==> config.mk <==
export PLATFORM = sky130hd
export DESIGN_NAME = arm_instruction_field_decode
export DESIGN_NICKNAME = d
export VERILOG_FILES = /design/src/hw/rtl/aifd_pkg.sv /design/src/hw/rtl/aifd_barrel.sv /design/src/hw/rtl/aifd_decode.sv /design/src/hw/rtl/arm_instruction_field_decode.sv
export VERILOG_INCLUDE_DIRS = /design/src /design/src/hw/rtl
export SDC_FILE = /design/constraint.sdc
export NUM_CORES = 1
export LEC_CHECK = 0
export BUFFER_PORTS_ARGS = -buffer_cell sky130_fd_sc_hd__buf_2
export CORE_UTILIZATION = 45
export DETAILED_ROUTE_END_ITERATION = 8
export HOLD_SLACK_MARGIN = 0.06
export PLACE_DENSITY = 0.68
export SETUP_SLACK_MARGIN = 0.4
export SYNTH_ARGS = -nofsm -noshare
export SYNTH_HDL_FRONTEND = slang
export SYNTH_SLANG_ARGS = --single-unit
==> constraint.sdc <==
create_clock -name clk -period 2.52 [get_ports clk]
set_input_delay 0.504 -clock clk [delete_from_list [all_inputs] [get_ports clk]]
set_output_delay 0.504 -clock clk [all_outputs]
set_load 0.03 [all_outputs]
==> src/hw/rtl/arm_instruction_field_decode_macros.svh <==
// ---------------------------------------------------------------------------
// Assertion macros for the instruction field decoder
// Concurrent checks that are compiled out when SYNTHESIS is defined.
// ---------------------------------------------------------------------------
`ifndef ARM_INSTRUCTION_FIELD_DECODE_MACROS_SVH
`define ARM_INSTRUCTION_FIELD_DECODE_MACROS_SVH
`ifndef SYNTHESIS
`define AIFD_ASSERT_IMP(label, clk, rst_n, ante, cons) \
    label: assert property (@(posedge clk) disable iff (!rst_n) (ante) |-> (cons)) \
        else $error("aifd assertion failed");
`define AIFD_ASSERT_NXT(label, clk, rst_n, ante, cons) \
    label: assert property (@(posedge clk) disable iff (!rst_n) (ante) |=> (cons)) \
        else $error("aifd assertion failed");
`else
`define AIFD_ASSERT_IMP(label, clk, rst_n, ante, cons)
`define AIFD_ASSERT_NXT(label, clk, rst_n, ante, cons)
`endif
`endif

==> src/hw/rtl/aifd_pkg.sv <==
// ---------------------------------------------------------------------------
// Instruction field decoder package
// Types, codes and widths shared by the decoder modules.
// ---------------------------------------------------------------------------
package aifd_pkg;

    localparam int WORD_W   = 32;
    localparam int AMT_W    = 8;
    localparam int IN_W     = 96;
    localparam int OUT_W    = 64;
    localparam int OUT_USED = 63;

    typedef enum logic [2:0] {
        KIND_PROC    = 3'd0,
        KIND_MUL     = 3'd1,
        KIND_XFER    = 3'd2,
        KIND_BRANCH  = 3'd3,
        KIND_HALT    = 3'd4,
        KIND_INVALID = 3'd5
    } kind_t;

    typedef enum logic [1:0] {
        SHIFT_LSL = 2'd0,
        SHIFT_LSR = 2'd1,
        SHIFT_ASR = 2'd2,
        SHIFT_ROR = 2'd3
    } shift_t;

    typedef struct packed {
        kind_t       kind;
        logic [3:0]  cond_code;
        logic [3:0]  alu_opcode;
        logic [5:0]  flag_bits;
        logic [3:0]  base_reg;
        logic [3:0]  dest_reg;
        logic [3:0]  index_reg;
        logic [3:0]  shift_reg;
        logic [31:0] operand;
        logic        carry_out;
    } result_t;

endpackage

==> src/hw/rtl/aifd_barrel.sv <==
// ---------------------------------------------------------------------------
// Barrel shifter
// LSL, LSR, ASR and ROR of a word by an 8-bit amount, with carry out.
// ---------------------------------------------------------------------------
module aifd_barrel
    import aifd_pkg::*;
(
    input  logic [WORD_W-1:0] value,
    input  shift_t            kind,
    input  logic [AMT_W-1:0]  amount,
    output logic [WORD_W-1:0] result,
    output logic              carry
);

    logic [4:0]          amt_lo;
    logic                amt_big;
    logic                amt_32;
    logic                sign;
    logic [WORD_W:0]     lsl_ext;
    logic [WORD_W:0]     lsr_ext;
    logic [WORD_W:0]     asr_ext;
    logic [2*WORD_W-1:0] ror_ext;

    assign amt_lo  = amount[4:0];
    assign amt_big = |amount[AMT_W-1:5];
    assign amt_32  = (amount == AMT_W'(32));
    assign sign    = value[WORD_W-1];
    assign lsl_ext = {1'b0, value} << amt_lo;
    assign lsr_ext = {value, 1'b0} >> amt_lo;
    assign asr_ext = $unsigned($signed({value, 1'b0}) >>> amt_lo);
    assign ror_ext = {value, value} >> amt_lo;

    always_comb
    begin
        result = value;
        carry  = 1'b0;
        if (amount != '0)
        begin
            case (kind)
                SHIFT_LSL:
                begin
                    if (!amt_big)
                    begin
                        result = lsl_ext[WORD_W-1:0];
                        carry  = lsl_ext[WORD_W];
                    end
                    else
                    begin
                        result = '0;
                        carry  = amt_32 ? value[0] : 1'b0;
                    end
                end
                SHIFT_LSR:
                begin
                    if (!amt_big)
                    begin
                        result = lsr_ext[WORD_W:1];
                        carry  = lsr_ext[0];
                    end
                    else
                    begin
                        result = '0;
                        carry  = amt_32 ? sign : 1'b0;
                    end
                end
                SHIFT_ASR:
                begin
                    if (!amt_big)
                    begin
                        result = asr_ext[WORD_W:1];
                        carry  = asr_ext[0];
                    end
                    else
                    begin
                        result = {WORD_W{sign}};
                        carry  = sign;
                    end
                end
                SHIFT_ROR:
                begin
                    result = ror_ext[WORD_W-1:0];
                    carry  = ror_ext[WORD_W-1];
                end
                default:
                begin
                    result = value;
                    carry  = 1'b0;
                end
            endcase
        end
    end

endmodule

==> src/hw/rtl/aifd_decode.sv <==
// ---------------------------------------------------------------------------
// Instruction field decode
// Classifies the word, unpacks its fields and forms operand2 or the offset.
// ---------------------------------------------------------------------------
module aifd_decode
    import aifd_pkg::*;
(
    input  logic [WORD_W-1:0] instr,
    input  logic [WORD_W-1:0] rm_value,
    input  logic [WORD_W-1:0] rs_value,
    output result_t           res
);

    kind_t               kind;
    logic                ibit;
    logic                sbit;
    logic                shifted_reg;
    logic [AMT_W-1:0]    amount;
    logic [WORD_W-1:0]   shift_result;
    logic                shift_carry;
    logic [4:0]          rot;
    logic [2*WORD_W-1:0] imm_ext;

    assign ibit = instr[25];
    assign sbit = instr[20];

    always_comb
    begin
        if (instr == '0)
            kind = KIND_HALT;
        else if (instr[27:26] == 2'b01)
            kind = KIND_XFER;
        else if (instr[27:24] == 4'hA)
            kind = KIND_BRANCH;
        else if (instr[27:26] == 2'b00)
            kind = ((instr[27:22] == 6'd0) && (instr[7:4] == 4'h9)) ? KIND_MUL : KIND_PROC;
        else
            kind = KIND_INVALID;
    end

    assign shifted_reg = ((kind == KIND_PROC) && !ibit) || ((kind == KIND_XFER) && ibit);
    assign amount      = instr[4] ? rs_value[AMT_W-1:0] : {3'b000, instr[11:7]};
    assign rot         = {instr[11:8], 1'b0};
    assign imm_ext     = {24'd0, instr[7:0], 24'd0, instr[7:0]} >> rot;

    aifd_barrel u_barrel (
        .value  (rm_value),
        .kind   (shift_t'(instr[6:5])),
        .amount (amount),
        .result (shift_result),
        .carry  (shift_carry)
    );

    always_comb
    begin
        res            = '0;
        res.kind       = kind;
        res.cond_code  = instr[31:28];
        case (kind)
            KIND_MUL:
            begin
                res.flag_bits = {4'b0000, sbit, instr[21]};
                res.dest_reg  = instr[19:16];
                res.base_reg  = instr[15:12];
                res.shift_reg = instr[11:8];
                res.index_reg = instr[3:0];
            end
            KIND_BRANCH:
            begin
                res.operand = {8'd0, instr[23:0]};
            end
            KIND_PROC, KIND_XFER:
            begin
                res.base_reg = instr[19:16];
                res.dest_reg = instr[15:12];
                if (kind == KIND_PROC)
                begin
                    res.alu_opcode = instr[24:21];
                    res.flag_bits  = {3'b000, ibit, sbit, 1'b0};
                end
                else
                begin
                    res.flag_bits = {sbit, instr[23], instr[24], ibit, 2'b00};
                end
                if (shifted_reg)
                begin
                    res.index_reg = instr[3:0];
                    res.shift_reg = instr[4] ? instr[11:8] : 4'd0;
                    res.operand   = shift_result;
                    res.carry_out = shift_carry;
                end
                else if (kind == KIND_PROC)
                begin
                    res.operand   = imm_ext[WORD_W-1:0];
                    res.carry_out = (rot != 5'd0) && imm_ext[WORD_W-1];
                end
                else
                begin
                    res.operand = {20'd0, instr[11:0]};
                end
            end
            default:
            begin
                res.operand = '0;
            end
        endcase
    end

endmodule

==> src/hw/rtl/arm_instruction_field_decode.sv <==
// ---------------------------------------------------------------------------
// Instruction field decoder, top level
// Input register, decode and barrel shifter, result register.
// ---------------------------------------------------------------------------
// The slave channel takes one transaction per instruction: the word and the
// values of the registers it names in bits 3..0 and 11..8. The master channel
// gives one transaction per instruction with the kind in tuser and the
// decoded fields and operand in tdata, in the order of the input.
// An accepted transaction is held in the input register, decoded from there
// and presented from the result register. Throughput is one instruction per
// cycle while the receiver does not stall; the decode path through the
// barrel shifter sits between the two registers and sets the cycle time.
// While the receiver stalls, the result register holds its transaction and
// the input register can still take one more; after that s_tready falls
// until the result is taken. Reset empties both registers; no transaction
// is lost or repeated.
// ---------------------------------------------------------------------------
`include "arm_instruction_field_decode_macros.svh"

module arm_instruction_field_decode
    import aifd_pkg::*;
(
    input  logic             clk,
    input  logic             rst_n,
    input  logic             s_tvalid,
    output logic             s_tready,
    // instr, rm_value, rs_value
    input  logic [IN_W-1:0]  s_tdata,
    output logic             m_tvalid,
    input  logic             m_tready,
    // cond_code, alu_opcode, flag_bits, base_reg, dest_reg, index_reg,
    // shift_reg, operand, carry_out, zero padding
    output logic [OUT_W-1:0] m_tdata,
    // instr_kind
    output logic [2:0]       m_tuser
);

    logic              in_valid_reg;
    logic              in_valid_next;
    logic [WORD_W-1:0] instr_reg;
    logic [WORD_W-1:0] rm_reg;
    logic [WORD_W-1:0] rs_reg;
    logic              out_valid_reg;
    logic              out_valid_next;
    result_t           out_reg;
    result_t           dec_res;
    logic              advance;
    logic              take_in;

    assign advance  = !out_valid_reg || m_tready;
    assign s_tready = !in_valid_reg || advance;
    assign take_in  = s_tvalid && s_tready;

    always_comb
    begin
        in_valid_next  = take_in || (in_valid_reg && !advance);
        out_valid_next = advance ? in_valid_reg : out_valid_reg;
    end

    always_ff @(posedge clk or negedge rst_n)
    begin
        if (!rst_n)
        begin
            in_valid_reg  <= 1'b0;
            out_valid_reg <= 1'b0;
        end
        else
        begin
            in_valid_reg  <= in_valid_next;
            out_valid_reg <= out_valid_next;
        end
    end

    always_ff @(posedge clk)
    begin
        if (take_in)
        begin
            instr_reg <= s_tdata[31:0];
            rm_reg    <= s_tdata[63:32];
            rs_reg    <= s_tdata[95:64];
        end
        if (advance && in_valid_reg)
            out_reg <= dec_res;
    end

    aifd_decode u_decode (
        .instr    (instr_reg),
        .rm_value (rm_reg),
        .rs_value (rs_reg),
        .res      (dec_res)
    );

    assign m_tvalid = out_valid_reg;
    assign m_tuser  = out_reg.kind;
    assign m_tdata  = {{(OUT_W-OUT_USED){1'b0}}, out_reg.carry_out, out_reg.operand,
                       out_reg.shift_reg, out_reg.index_reg, out_reg.dest_reg,
                       out_reg.base_reg, out_reg.flag_bits, out_reg.alu_opcode,
                       out_reg.cond_code};

    `AIFD_ASSERT_NXT(a_take_fills, clk, rst_n, take_in, in_valid_reg)
    `AIFD_ASSERT_NXT(a_move_fills, clk, rst_n, in_valid_reg && advance, m_tvalid)
    `AIFD_ASSERT_NXT(a_hold_input, clk, rst_n, in_valid_reg && !advance,
                     in_valid_reg && $stable(instr_reg))
    `AIFD_ASSERT_IMP(a_halt_empty, clk, rst_n, m_tvalid && (out_reg.kind == KIND_HALT),
                     (out_reg.operand == '0) && (out_reg.flag_bits == '0))

endmodule
### Yosys cells after proc, flatten, opt, wreduce, memory -nomap -nowiden

Cells that the tools add are included.
W data, S select, Z words.

| operators by class | value |
|---|---|
| equal/unequal tests | 10 |
| shift-type cells | 5 |
| multiplexer cells | 26 |
| reductions and logical operators | 25 |

Operators by type and width:

| cell | number |
|---|---|
| $mux W32 | 5 |
| $pmux W32 S4 | 1 |
| $pmux W32 S2 | 1 |
| $shr A64 B5 Y32 | 1 |
| $pmux W22 S2 | 1 |
| $shr A40 B5 Y32 | 1 |
| $mux W33 | 1 |
| $shl A32 B5 Y33 | 1 |
| $shr A33 B5 Y33 | 1 |
| $sshr A33 B5 Y33 | 1 |
| $logic_not A32 Y1 | 1 |
| $mux W8 | 2 |
| $mux W3 | 4 |
| $eq A4 B4 Y1 const B | 2 |
| $eq A8 B6 Y1 const B | 1 |
| $mux W1 | 8 |
| $reduce_bool A8 Y1 | 1 |
| $logic_and A1 B1 Y1 | 7 |
| $eq A3 B2 Y1 const B | 2 |
| $logic_not A6 Y1 | 1 |
| $mux W6 | 1 |
| $reduce_bool A5 Y1 | 1 |
| $eq A2 B1 Y1 const B | 2 |
| $eq A2 B2 Y1 const B | 2 |
| 10 further kinds | 17 |

| storage, ports and cells | value |
|---|---|
| register bits after elaboration | 140 |
| input bits | 100 |
| output and inout port bits | 69 |

### Logic depth before layout (Yosys ltp)

| logic depth | value |
|---|---|
| depth after elaboration | 12 |
| gate-level depth with buffers | 11 |
| depth with buffers taken out | 7 |

### By module

A second synthesis with hierarchy kept.

| second synthesis, totals | value |
|---|---|
| cell total of the unflattened synthesis | 1355 |
| area total of the unflattened synthesis | 13656.8 um2 |

By module, submodules not included:

| module | instances | cells each | area an instance (um2) | sequential area each (um2) |
|---|---|---|---|---|
| aifd_barrel | 1 | 911 | 6811.5 | 0.0 |
| arm_instruction_field_decode | 1 | 172 | 4979.8 | 4914.7 |
| aifd_decode | 1 | 272 | 1865.5 | 0.0 |

### Worst setup path after synthesis

Ideal clock, no wire load.

| path | value |
|---|---|
| kind | register -> register |
| from | reg out_valid_reg (netlist: m_tvalid) |
| to | reg instr_reg[0] (enable) |
| library setup time | 438 ps |
| arrival time | 2607 ps |
| data required time | 2082 ps |
| slack | -525 ps |
| cell stages (with the launch flop) | 3 |
| cell sequence | dfrtp_1 > nand3b_1 > and2_1 |

| on the way | value |
|---|---|
| longest elaborated chain between the ends | 4 |

Ends and longest elaborated chain:

| element | RTL line | source |
|---|---|---|
| from (decl) | arm_instruction_field_decode.sv:43 | `logic out_valid_reg;` |
| from (signal assigned) | arm_instruction_field_decode.sv:70 | `out_valid_reg <= out_valid_next;` |
| $logic_not A1 Y1 | arm_instruction_field_decode.sv:50 | `assign advance = !out_valid_reg \|\| m_tready;` |
| $logic_or A1 B1 Y1 | arm_instruction_field_decode.sv:50 |  |
| $logic_or A1 B1 Y1 | arm_instruction_field_decode.sv:51 | `assign s_tready = !in_valid_reg \|\| advance;` |
| via s_tready | arm_instruction_field_decode.sv:26 | `output logic s_tready,` |
| $logic_and A1 B1 Y1 | arm_instruction_field_decode.sv:52 | `assign take_in = s_tvalid && s_tready;` |
| via take_in | arm_instruction_field_decode.sv:48 | `logic take_in;` |
| to (signal assigned) | arm_instruction_field_decode.sv:78 | `instr_reg <= s_tdata[31:0];` |
| to (decl) | arm_instruction_field_decode.sv:40 | `logic [WORD_W-1:0] instr_reg;` |

The timed path passes the listed nets, and every way through them passes these cells.
A chain may end at the register's enable or synchronous reset.

==> impl_metrics.env <==
export IMPL_r2r_slack_ps=-660
export IMPL_grt_pass1_vias=13310
export IMPL_cp_max_fo=6
export IMPL_vias=13960
export IMPL_violations="setup timing"
export IMPL_drtAntennaViolNets=0
export IMPL_p_leak_nw=7.435
export IMPL_endpoint="m_tdata[49]$_DFFE_PP_"
export IMPL_ctsLongestPathBuffers=2
export IMPL_tns_ps=-22230
export IMPL_report_power_total_mw=10.18
export IMPL_peakVddDrop_mv=0.4225
export IMPL_area_growth_pct=55.12
export IMPL_synth_enable_flop_cells=138
export IMPL_grt_first_pass_wirelength_um=88520
export IMPL_rows=58
export IMPL_reg2regPathDepth=11
export IMPL_cts_sinks=140
export IMPL_htreeDepth=4
export IMPL_setup_worst_path_start="instr_reg[4]$_DFFE_PP_"
export IMPL_final_cells=2065
export IMPL_dp_hpwl_um=47120
export IMPL_rr_endpoint="m_tdata[49]$_DFFE_PP_"
export IMPL_yosysUniqueCellTypes=74
export IMPL_grt_total_usage_pct=46.76
export IMPL_drt_iter0_drc=2180
export IMPL_place_congestion=1.171
export IMPL_die_h_um=163.4
export IMPL_powerDensity_mw_per_mm2=559.6
export IMPL_slew_viol_final=0
export IMPL_pin_count=169
export IMPL_timing_fmax_ghz=0.3149
export IMPL_avgViaCountPerCell=6.758
export IMPL_ctsRootBufferMaster="clkbuf_16"
export IMPL_dr_pass1_iters=8
export IMPL_skew_ps=15.16
export IMPL_yosysWarnings=0
export IMPL_start_util_pct=46.17
export IMPL_r2r_start="instr_reg[4]$_DFFE_PP_"
export IMPL_final_util_pct=71.62
export IMPL_finalCritPeriodShare_pct=126.0
export IMPL_final_common_cell="buf_4"
export IMPL_antenna_found_initial=3
export IMPL_min_path_type="input port to flip-flop"
export IMPL_grt_max_degree=37
export IMPL_cp_arrival_ps=3380
export IMPL_avgSynthCellArea_um2=9.880
export IMPL_path_clk_slew_ps=70
export IMPL_cp_start_kind="flip-flop"
export IMPL_synthFlopType="edfxtp_1"
export IMPL_finalNetCount=1820
export IMPL_core_mm2=0.02540
export IMPL_worst_setup_path_end_kind="flip-flop"
export IMPL_drive_gt1_share_pct=53.03
export IMPL_cp_data_required_time_ps=2720
export IMPL_wl_um=62340
export IMPL_drc_errors=0
export IMPL_synth_seq_cells=140
export IMPL_fin_crit_ps=3176
export IMPL_portBuffers=143
export IMPL_wl_per_cell_um=30.19
export IMPL_outcome="finished, violations left"
export IMPL_worstMarginPinSlew_ps=1013
export IMPL_numCtsBuffers=17
export IMPL_synth_async_reset_ratio_pct=1.429
export IMPL_ys_seq_area_share_pct=35.76
export IMPL_dpl_cell_count=1984
export IMPL_die_w_um=163.4
export IMPL_timing_hold_ws_ps=226.3
export IMPL_clkLatencyLatePin_ps=450
export IMPL_max_cap_violations=0
export IMPL_syn_inst=1187
export IMPL_crit_type="flip-flop to flip-flop"
export IMPL_dieArea_mm2=0.02671
export IMPL_gr_total_overflow=0
export IMPL_largest_register_ffs=63
export IMPL_worst_slack_ps=-655.8
export IMPL_synth_area_mm2=0.01173
export IMPL_mostFrequentLayoutCells="buf_4 (422), buf_2 (143), edfxtp_1 (138)"
export IMPL_hold_viol_final=0
export IMPL_maxSlewHeadroom_pct=31.73
export IMPL_mappedNetlistNets=1287
export IMPL_rsz0062_at_grt="true"
export IMPL_setup_violations=56
export IMPL_cts_tree="built"
[area by class of cell]
type	instances	area (µm²)
inverter	6	26.28
clock inverter	15	168.9
tap	330	412.9
timing repair buffer	639	5069
sequential	140	4194
fill	1860	7208
multi-input combinational	916	7890
antenna	2	5.005
clock buffer	17	425.4
[per-layer routing]
| metal | GRT usage, % | up-vias | part of all wire, % |
|---|---|---|---|
| met5 | 0 | - | 0.022 |
| met3 | 15.06 | 328 | 14 |
| met2 | 69.86 | 1218 | 42 |
| met4 | 31.31 | 2 | 8.4 |
| met1 | 57.58 | 6629 | 35 |
| li1 | - | 5778 | - |
[kinds of logic (layout without fill, tap and decap cells)]
family          Yosys count  count (layout)  synth area share [%]
simple gates            374             375                 14.84
compound gates          355             355                 20.88
mux                     185             185                 23.40
flops                   140             140                 35.76
buf+inv                 132             677                 5.089
other cells               1               3               0.03198
[critical path, stage by stage (launching register included)]
cell	delay, ps
edfxtp_1	450
mux2i_4	390
buf_6	160
buf_16	130
buf_8	100
mux4_2	580
a22oi_2	180
buf_6	160
nor3_1	50
a211oi_2	310
o221ai_2	170
a21bo_2	240
[worst min path at each step]
stage	endpoint	cells past startpoint	startpoint
after floorplan	in_valid_reg$_DFF_PN0_	0	rst_n
after global placement	m_tvalid$_DFFE_PN0P_	1	rst_n
after detailed placement	in_valid_reg$_DFF_PN0_	1	rst_n
after CTS	instr_reg[21]$_DFFE_PP_	1	s_tdata[21]
after global routing	instr_reg[21]$_DFFE_PP_	1	s_tdata[21]
final	rm_reg[31]$_DFFE_PP_	1	s_tdata[63]
[stage by stage]
step | instance area (µm²) | setup slack (ps)
after floorplan | 11850 | -269.5
after global placement | 16140 | -709.3
after detailed placement | 16140 | -760.2
after CTS | 17650 | -552.5
after global routing | 18190 | -741.3
final | 18190 | -655.8
[where the power goes]
group,internal (mW),leakage [nW],switching [mW]
clock,1.42,0.283,1.26
sequential,2.79,1.37,0.144
combinational,2.07,5.78,2.51
[Yosys cell counts (all sizes together), types with 5 or more instances]
master | number | area share, %
buf | 48 | 2.4
inv | 5 | 0.16
a31oi | 15 | 0.80
nand2 | 120 | 3.8
a21oi | 65 | 2.8
o31ai | 7 | 0.45
nand3 | 27 | 1.2
a211oi | 15 | 0.96
a221oi | 8 | 0.60
a2bb2oi | 5 | 0.37
o221ai | 13 | 0.97
nor3 | 34 | 1.5
o32ai | 8 | 0.60
o2111ai | 6 | 0.45
and3 | 6 | 0.32
or2 | 7 | 0.37
o21a | 8 | 0.51
o21ai | 67 | 2.9
a22oi | 10 | 0.64
a21o | 7 | 0.45
clkbuf | 78 | 2.5
a22o | 12 | 0.90
nor4 | 15 | 0.80
a32oi | 12 | 0.90
and2 | 20 | 1.1
nor2 | 100 | 3.2
nand4 | 7 | 0.43
mux2 | 20 | 2.0
mux4 | 63 | 12
a211o | 9 | 0.67
nor2b | 16 | 0.85
o211ai | 18 | 1.2
o22ai | 28 | 1.5
nand2b | 9 | 0.48
edfxtp | 138 | 35
mux2i | 102 | 9.2
a221o | 5 | 0.43
[timing repair]
action / CTS / global route
gates cloned: 6 / 3
buffers inserted: 25 / 12
pin swaps: 40 / 45
resized for setup: 148 / 80
hold endpoints to repair: 2 / 0
hold buffers: 1 / 0
setup endpoints to repair: 56 / 58
Power figures use the tool's default switching activity.
